$ cat src/design/fmeg_pkg.sv
`default_nettype none

package fmeg_pkg;

    localparam int CFG_INDEX_W = 3;
    localparam int CFG_DATA_W  = 10;

    typedef logic [1:0] stage_t;
    typedef logic [1:0] kind_t;
    typedef logic [1:0] ksl_mode_t;
    typedef logic [CFG_INDEX_W-1:0] cfg_index_t;

    localparam stage_t STAGE_ATTACK  = 2'd0;
    localparam stage_t STAGE_DECAY   = 2'd1;
    localparam stage_t STAGE_SUSTAIN = 2'd2;
    localparam stage_t STAGE_RELEASE = 2'd3;

    localparam kind_t KIND_TICK    = 2'd0;
    localparam kind_t KIND_KEY_ON  = 2'd1;
    localparam kind_t KIND_KEY_OFF = 2'd2;

    localparam ksl_mode_t KSL_MODE_OFF    = 2'd0;
    localparam ksl_mode_t KSL_MODE_DOUBLE = 2'd1;
    localparam ksl_mode_t KSL_MODE_SINGLE = 2'd2;
    localparam ksl_mode_t KSL_MODE_QUAD   = 2'd3;

    localparam cfg_index_t REG_LEVEL_SCALING   = 3'd0;
    localparam cfg_index_t REG_ATTACK_DECAY    = 3'd1;
    localparam cfg_index_t REG_SUSTAIN_RELEASE = 3'd2;
    localparam cfg_index_t REG_FREQ_NUMBER     = 3'd3;
    localparam cfg_index_t REG_OCTAVE_BLOCK    = 3'd4;
    localparam cfg_index_t REG_KEY_SCALE_RATE  = 3'd5;
    localparam cfg_index_t REG_NOTE_SELECT     = 3'd6;
    localparam cfg_index_t REG_DEEP_TREMOLO    = 3'd7;

    localparam logic [8:0]  SILENCE       = 9'd511;
    localparam logic [6:0]  RATE_CAP      = 7'd60;
    localparam logic [5:0]  TREMOLO_PEAK  = 6'd26;
    localparam logic [5:0]  TREMOLO_FOLD  = 6'd51;
    localparam logic [7:0]  KSL_OFFSET    = 8'd64;
    localparam logic [3:0]  RATE_INSTANT  = 4'd15;
    localparam logic [3:0]  SUSTAIN_ALL   = 4'd15;
    localparam logic [4:0]  SUSTAIN_FLOOR = 5'd31;

    function automatic logic [6:0] ksl_base(input logic [3:0] idx);
        logic [6:0] v;
        case (idx)
            4'd0:    v = 7'd0;
            4'd1:    v = 7'd32;
            4'd2:    v = 7'd40;
            4'd3:    v = 7'd45;
            4'd4:    v = 7'd48;
            4'd5:    v = 7'd51;
            4'd6:    v = 7'd53;
            4'd7:    v = 7'd55;
            4'd8:    v = 7'd56;
            4'd9:    v = 7'd58;
            4'd10:   v = 7'd59;
            4'd11:   v = 7'd60;
            4'd12:   v = 7'd61;
            4'd13:   v = 7'd62;
            4'd14:   v = 7'd63;
            default: v = 7'd64;
        endcase
        return v;
    endfunction

endpackage

`default_nettype wire

$ cat src/design/fm_operator_envelope_generator.sv
// Channel   Direction  Handshake              Payload
// cfg       in         cfg_valid / cfg_ready  cfg_index[2:0], cfg_data[9:0]
// s         in         s_valid / s_ready      s_kind, s_sustain_hold, s_tremolo_enable,
//                                             s_tremolo_position
// m         out        m_valid / m_ready      m_attenuation, m_stage_now
//
// One word per cycle sustained unless m stalls; a word passes both registers to m.
// An input register feeds one pass of envelope logic that updates stage, level and
// phase counter and loads the result register in the same cycle.
// aresetn (synchronous) empties both registers, sets release at silence, clears config.
// A stall on m holds both registers; s_ready drops only while both are full.
// cfg_ready is always high.
`default_nettype none

module fm_operator_envelope_generator (
    input  wire logic        aclk,
    input  wire logic        aresetn,

    input  wire logic        cfg_valid,
    output logic             cfg_ready,
    input  wire logic [2:0]  cfg_index,
    input  wire logic [9:0]  cfg_data,

    input  wire logic        s_valid,
    output logic             s_ready,
    input  wire logic [1:0]  s_kind,
    input  wire logic        s_sustain_hold,
    input  wire logic        s_tremolo_enable,
    input  wire logic [13:0] s_tremolo_position,

    output logic             m_valid,
    input  wire logic        m_ready,
    output logic [8:0]       m_attenuation,
    output logic [1:0]       m_stage_now
);

    logic [7:0]  level_scaling_reg;
    logic [7:0]  attack_decay_reg;
    logic [7:0]  sustain_release_reg;
    logic [9:0]  freq_number_reg;
    logic [2:0]  octave_block_reg;
    logic        key_scale_rate_reg;
    logic        note_select_reg;
    logic        deep_tremolo_reg;

    logic        in_valid_reg;
    logic [1:0]  kind_reg;
    logic        hold_reg;
    logic        trem_en_reg;
    logic [5:0]  trem_pos_reg;

    fmeg_pkg::stage_t stage_reg, stage_next;
    logic [8:0]  level_reg, level_next;
    logic [14:0] counter_reg, counter_next;

    logic        out_valid_reg;
    logic [8:0]  atten_reg, atten_next;
    fmeg_pkg::stage_t out_stage_reg;

    logic        out_free;
    logic        fire;

    logic [3:0]  ar, dr, rr, sl_raw, rate_sel;
    logic [4:0]  sl;
    logic        ksn_bit;
    logic [3:0]  ksn;
    logic [6:0]  eff_raw;
    logic [5:0]  eff;
    logic [17:0] step;
    logic [17:0] ctr_sum;
    logic [2:0]  ovf;
    logic [11:0] prod;
    logic [8:0]  attack_level;
    logic [9:0]  lin_sum;
    logic [8:0]  lin_level;
    logic        ctr_adv;
    logic [7:0]  ksl_sum;
    logic [7:0]  ksl_v;
    logic [7:0]  ksl_add;
    logic [5:0]  am_fold;
    logic [4:0]  am;
    logic [10:0] total;

    assign cfg_ready = 1'b1;
    assign out_free  = !out_valid_reg || m_ready;
    assign fire      = in_valid_reg && out_free;
    assign s_ready   = !in_valid_reg || out_free;

    assign m_valid       = out_valid_reg;
    assign m_attenuation = atten_reg;
    assign m_stage_now   = out_stage_reg;

    always_comb begin
        ar     = attack_decay_reg[7:4];
        dr     = attack_decay_reg[3:0];
        sl_raw = sustain_release_reg[7:4];
        rr     = sustain_release_reg[3:0];
        sl     = (sl_raw == fmeg_pkg::SUSTAIN_ALL) ? fmeg_pkg::SUSTAIN_FLOOR : {1'b0, sl_raw};

        case (stage_reg)
            fmeg_pkg::STAGE_ATTACK: rate_sel = ar;
            fmeg_pkg::STAGE_DECAY:  rate_sel = dr;
            default:                rate_sel = rr;
        endcase

        ksn_bit = note_select_reg ? freq_number_reg[8] : freq_number_reg[9];
        ksn     = key_scale_rate_reg ? {octave_block_reg, ksn_bit}
                                     : {2'b00, octave_block_reg[2:1]};
        eff_raw = {3'b000, ksn} + {1'b0, rate_sel, 2'b00};
        eff     = (eff_raw > fmeg_pkg::RATE_CAP) ? fmeg_pkg::RATE_CAP[5:0] : eff_raw[5:0];
        step    = {15'd0, 1'b1, eff[1:0]} << eff[5:2];
        ctr_sum = {3'b000, counter_reg} + step;
        ovf     = (rate_sel == 4'd0) ? 3'd0 : ctr_sum[17:15];

        prod         = level_reg * ovf;
        attack_level = level_reg - prod[11:3] - 9'd1;
        lin_sum      = {1'b0, level_reg} + {7'd0, ovf};
        lin_level    = (lin_sum > {1'b0, fmeg_pkg::SILENCE}) ? fmeg_pkg::SILENCE : lin_sum[8:0];

        stage_next = stage_reg;
        level_next = level_reg;
        ctr_adv    = 1'b0;

        case (kind_reg)
            fmeg_pkg::KIND_KEY_ON:  stage_next = fmeg_pkg::STAGE_ATTACK;
            fmeg_pkg::KIND_KEY_OFF: stage_next = fmeg_pkg::STAGE_RELEASE;
            default: begin
                case (stage_reg)
                    fmeg_pkg::STAGE_ATTACK: begin
                        if (level_reg == 9'd0) begin
                            stage_next = fmeg_pkg::STAGE_DECAY;
                        end else if (ar == fmeg_pkg::RATE_INSTANT) begin
                            level_next = 9'd0;
                        end else begin
                            ctr_adv = 1'b1;
                            if (ovf != 3'd0) begin
                                level_next = attack_level;
                            end
                        end
                    end
                    fmeg_pkg::STAGE_DECAY: begin
                        if (level_reg[8:4] >= sl) begin
                            stage_next = fmeg_pkg::STAGE_SUSTAIN;
                        end else begin
                            ctr_adv    = 1'b1;
                            level_next = lin_level;
                        end
                    end
                    fmeg_pkg::STAGE_SUSTAIN: begin
                        if (!hold_reg) begin
                            stage_next = fmeg_pkg::STAGE_RELEASE;
                        end
                    end
                    default: begin
                        ctr_adv    = 1'b1;
                        level_next = lin_level;
                    end
                endcase
            end
        endcase

        counter_next = (ctr_adv && rate_sel != 4'd0) ? ctr_sum[14:0] : counter_reg;

        ksl_sum = {1'b0, fmeg_pkg::ksl_base(freq_number_reg[9:6])}
                + {2'b00, octave_block_reg, 3'b000};
        ksl_v   = (ksl_sum > fmeg_pkg::KSL_OFFSET) ? ksl_sum - fmeg_pkg::KSL_OFFSET : 8'd0;
        case (level_scaling_reg[7:6])
            fmeg_pkg::KSL_MODE_OFF:    ksl_add = 8'd0;
            fmeg_pkg::KSL_MODE_DOUBLE: ksl_add = {ksl_v[6:0], 1'b0};
            fmeg_pkg::KSL_MODE_QUAD:   ksl_add = {ksl_v[5:0], 2'b00};
            default:                   ksl_add = ksl_v;
        endcase

        if (trem_pos_reg > fmeg_pkg::TREMOLO_FOLD) begin
            am_fold = 6'd0;
        end else if (trem_pos_reg > fmeg_pkg::TREMOLO_PEAK) begin
            am_fold = fmeg_pkg::TREMOLO_FOLD - trem_pos_reg;
        end else begin
            am_fold = trem_pos_reg;
        end
        if (!trem_en_reg) begin
            am = 5'd0;
        end else if (deep_tremolo_reg) begin
            am = am_fold[4:0];
        end else begin
            am = {2'b00, am_fold[4:2]};
        end

        total = {2'b00, level_next} + {1'b0, level_scaling_reg[5:0], 2'b00}
              + {3'b000, ksl_add} + {6'd0, am};
        atten_next = (total > {2'b00, fmeg_pkg::SILENCE}) ? fmeg_pkg::SILENCE : total[8:0];
    end

    always_ff @(posedge aclk) begin
        if (!aresetn) begin
            level_scaling_reg   <= '0;
            attack_decay_reg    <= '0;
            sustain_release_reg <= '0;
            freq_number_reg     <= '0;
            octave_block_reg    <= '0;
            key_scale_rate_reg  <= 1'b0;
            note_select_reg     <= 1'b0;
            deep_tremolo_reg    <= 1'b0;
        end else if (cfg_valid && cfg_ready) begin
            case (cfg_index)
                fmeg_pkg::REG_LEVEL_SCALING:   level_scaling_reg   <= cfg_data[7:0];
                fmeg_pkg::REG_ATTACK_DECAY:    attack_decay_reg    <= cfg_data[7:0];
                fmeg_pkg::REG_SUSTAIN_RELEASE: sustain_release_reg <= cfg_data[7:0];
                fmeg_pkg::REG_FREQ_NUMBER:     freq_number_reg     <= cfg_data;
                fmeg_pkg::REG_OCTAVE_BLOCK:    octave_block_reg    <= cfg_data[2:0];
                fmeg_pkg::REG_KEY_SCALE_RATE:  key_scale_rate_reg  <= cfg_data[0];
                fmeg_pkg::REG_NOTE_SELECT:     note_select_reg     <= cfg_data[0];
                fmeg_pkg::REG_DEEP_TREMOLO:    deep_tremolo_reg    <= cfg_data[0];
                default: ;
            endcase
        end
    end

    always_ff @(posedge aclk) begin
        if (!aresetn) begin
            in_valid_reg  <= 1'b0;
            out_valid_reg <= 1'b0;
            stage_reg     <= fmeg_pkg::STAGE_RELEASE;
            level_reg     <= fmeg_pkg::SILENCE;
            counter_reg   <= '0;
        end else begin
            if (s_valid && s_ready) begin
                in_valid_reg <= 1'b1;
            end else if (fire) begin
                in_valid_reg <= 1'b0;
            end
            if (fire) begin
                out_valid_reg <= 1'b1;
                stage_reg     <= stage_next;
                level_reg     <= level_next;
                counter_reg   <= counter_next;
            end else if (m_ready) begin
                out_valid_reg <= 1'b0;
            end
        end
    end

    always_ff @(posedge aclk) begin
        if (s_valid && s_ready) begin
            kind_reg     <= s_kind;
            hold_reg     <= s_sustain_hold;
            trem_en_reg  <= s_tremolo_enable;
            trem_pos_reg <= s_tremolo_position[13:8];
        end
        if (fire) begin
            atten_reg     <= atten_next;
            out_stage_reg <= stage_next;
        end
    end

endmodule

`default_nettype wire

$ cat config.mk
export PLATFORM = sky130hd
export DESIGN_NAME = fm_operator_envelope_generator
export DESIGN_NICKNAME = d
export VERILOG_FILES = /design/src/design/fmeg_pkg.sv /design/src/design/fm_operator_envelope_generator.sv
export SDC_FILE = /design/constraint.sdc
export NUM_CORES = 1
export LEC_CHECK = 0
export BUFFER_PORTS_ARGS = -buffer_cell sky130_fd_sc_hd__buf_2
export CELL_PAD_IN_SITES_DETAIL_PLACEMENT = 2
export CELL_PAD_IN_SITES_GLOBAL_PLACEMENT = 2
export CORE_MARGIN = 3
export CORE_UTILIZATION = 41
export CTS_BUF_LIST = sky130_fd_sc_hd__clkbuf_16
export DETAILED_ROUTE_END_ITERATION = 8
export GPL_TIMING_DRIVEN = 0
export PLACE_DENSITY = 0.95
export SYNTH_ARGS = -nofsm -noshare
export SYNTH_HDL_FRONTEND = slang
export SYNTH_SLANG_ARGS = --single-unit
$ cat constraint.sdc
create_clock -name aclk -period 22.7 [get_ports aclk]
set_clock_uncertainty 0.15 [all_clocks]
set_input_delay 5.675 -clock aclk [delete_from_list [all_inputs] [get_ports aclk]]
set_output_delay 5.675 -clock aclk [all_outputs]
set_load 0.005 [all_outputs]
==> impl_metrics.yaml <==
clocking:
  numCtsBuffers: 9
  cts_resized: 0
  h-tree-depth: 3
  postCtsHoldBufs: 0
  clockRootBuffer: "clkbuf_16"
  post_cts_buffers: 0
  clock_latency_ns: 0.38
  cts.sinks: 90
  tritoncts: "built"
  cts.clk_slew.worst_paths_ns: 0.08
  clockBufferDepth: 2
timing:
  max_slew_margin: 0.2209
  rsz0062_at_grt: "false"
  worst_pin_slew_ns: 1.160
  fmax_mhz: 67.37
  fin_crit_sh: 0.6539
  period_minus_slack_ns: 14.84
  setup_tns_ns: 0
  final_max_slew_viol_count: 0
  final-setup-viol-count: 0
  hold_viol: 0
cells_and_area:
  fillerInstances: 2127
  finish.utilization: 0.4648
  finish.net_count: 1151
  seqCellArea_um2: 2012
  layout-drive-gt1-share: 0.1010
  diodes: 0
  largest_reg_flops: 15
  area_growth_pct: 10.40
  multi_input_area_um2: 5520
floorplanning:
  std_cell_rows: 50
  die_h_um: 145.3
  initial_utilization: 0.4210
  coreArea_um2: 18890
  fp.dieArea_um2: 21110
  fp.dieW_um: 145.3
  num_io_pins: 50
yosys:
  netlist.area_leader.share: 0.1737
  syn_area_um2: 7954
  synthMuxAreaShare: 0.06733
  avgSynthCellArea_um2: 8.166
  yosys_warnings: 0
  synth_common_cells: "nand2_1, a21oi_1, nor2_1"
  synthDistinctLibCells: 82
  synth_top_flop_cell: "dfxtp_1"
  synth_fa_ha_area_frac: 0.1652
  yosysSeqAreaShare: 0.2529
  yosysMostFrequentCell: "nand2_1"
  synthCells: 974
  synth_compound_area_frac: 0.2190
  synth_top_family_by_area: "compound AO/OA/AOI/OAI gates"
  synth_edf_count: 21
  synth_area_leaders: "dfxtp_1, ha_1, edfxtp_1"
  async_reset_ff_frac: 0
  synth-seq-cells: 90
  synthSimpleGateAreaFrac: 0.2036
  synth_xor_area_frac: 0.03854
  syn_nets: 1100
  synth_top_area_cell: "dfxtp_1"
global_routing:
  grt_max_degree: 20
  grt_pass1_wl_mm: 52.43
  grt_pass1_vias: 9149
  track_usage: 0.3151
  grt_antenna_before_repair: 0
  grt_remaining_overflow: 0
detailed_routing:
  via_count: 8034
  viasPerCell: 6.228
  drtIter0Drc: 588
  wire_per_inst_um: 25.90
  first_pass_iters: 4
  wirelength_mm: 33.41
  drcViolationCount: 0
  ant_nets: 0
placed_design:
  dp_hpwl_mm: 26.01
  portBuffers: 40
  gp_congestion: 0.9022
pwr:
  irDropWorstVdd_v: 0.00003858
  p_leak_nw: 3.974
  powerDensity_nw_per_um2: 48.55
setup_path:
  criticalPathCategory: "reg2reg"
  cp_slowest_stage_delay_ns: 0.63
  cpLargestDelayFamily: "compound AO/OA/AOI/OAI gates"
  crit_slowest_cell: "fa_1"
  cpMostUsedCell: "fa_1"
  critPathCaptureType: "flip-flop"
  crit_required_ns: 22.58
  cp_max_fo: 10
  arrival_ns: 14.72
  crit_buf_inv: 8
  r2r_slack_ns: 7.86
  start_kind: "flip-flop"
run:
  cap_viol_max_count: 0
hold_path:
  hold_path_class: "reg2reg"
run_status:
  status: "complete, no violations"
-- through the flow --
| step | power [W] | std cells | worst slack, ns | cell area (um2) | hold slack [ns] |
|---|---|---|---|---|---|
| after floorplan | 0.0002286 | 974 | 10.93 | 7954 | 0.2829 |
| after global placement | 0.0002499 | 1274 | 10.12 | 8479 | 0.2949 |
| after CTS | 0.0004255 | 1290 | 8.170 | 8781 | 0.3235 |
| after global routing | 0.0004396 | 1290 | 7.260 | 8781 | 0.3523 |
| final | 0.0004263 | 1290 | 7.857 | 8781 | 0.3241 |
| after detailed placement | 0.0002628 | 1274 | 8.585 | 8479 | 0.3126 |
-- placed cells by master, fill, tap and decap left out, drive strengths merged, types with 11 or more instances in the layout --
cell type / synthesis / final
o21ai: 52 / 52
ha: 65 / 65
fa: 25 / 25
and2: 19 / 19
nand3: 25 / 25
xnor2: 24 / 24
buf: 11 / 51
nor2b: 12 / 12
nand2: 130 / 130
dfxtp: 69 / 69
a21o: 33 / 33
mux2: 13 / 13
a21oi: 88 / 88
clkbuf: 28 / 37
nand2b: 16 / 16
nor2: 82 / 82
xor2: 11 / 11
edfxtp: 21 / 21
nor3: 19 / 19
inv: 65 / 70
mux2i: 36 / 36
-- worst register-to-register path: cells and delay by family, from the launching register on --
family          cells  cell delay, ns
mux                 2            0.64
fa+ha+maj          10            4.29
simple gates       14            3.32
buf+inv             8            1.28
compound gates     16            4.50
flops               1            0.31
-- cell families after synthesis --
family | after synthesis
flops | 90
compound gates | 265
fa+ha+maj | 90
buf+inv | 104
xor+xnor | 35
other cells | 1
simple gates | 340
mux | 49
-- power breakdown --
part           switching (W)  internal [W]  total (W)
Clock              0.0000837     0.0000787   0.000162
Sequential        0.00000489      0.000172   0.000176
Combinational      0.0000586     0.0000288  0.0000874
Total               0.000147      0.000279   0.000426
-- layer usage --
layer  vias to the layer above  part of all wire  track usage  wire [um]
li1                       3546                 -            -          -
met1                      4072              0.38       0.3506      12770
met2                       293              0.53       0.5798      17650
met3                       123             0.041      0.05153       1372
met4                         0             0.048       0.1548       1615
met5                         -                 0            0          0
-- worst paths after layout --
kind,from,to,cells after the start
setup / recovery,stage_reg[1],m_attenuation[7],50
hold / removal,level_scaling_reg[5],level_scaling_reg[5],2
setup reg to reg,stage_reg[1],m_attenuation[7],50
hold reg to reg,level_scaling_reg[5],level_scaling_reg[5],2
-- area by class of cell --
type | instances | area share
plain buffers | 39 | 0.02023
flip-flops and latches | 90 | 0.2291
well taps | 260 | 0.03705
clock inverters | 7 | 0.008692
inverters | 65 | 0.02779
repair buffers | 40 | 0.02280
clock buffers | 9 | 0.02565
multi-input cells | 780 | 0.6287
No activity file was read; power rests on OpenSTA's default activity.
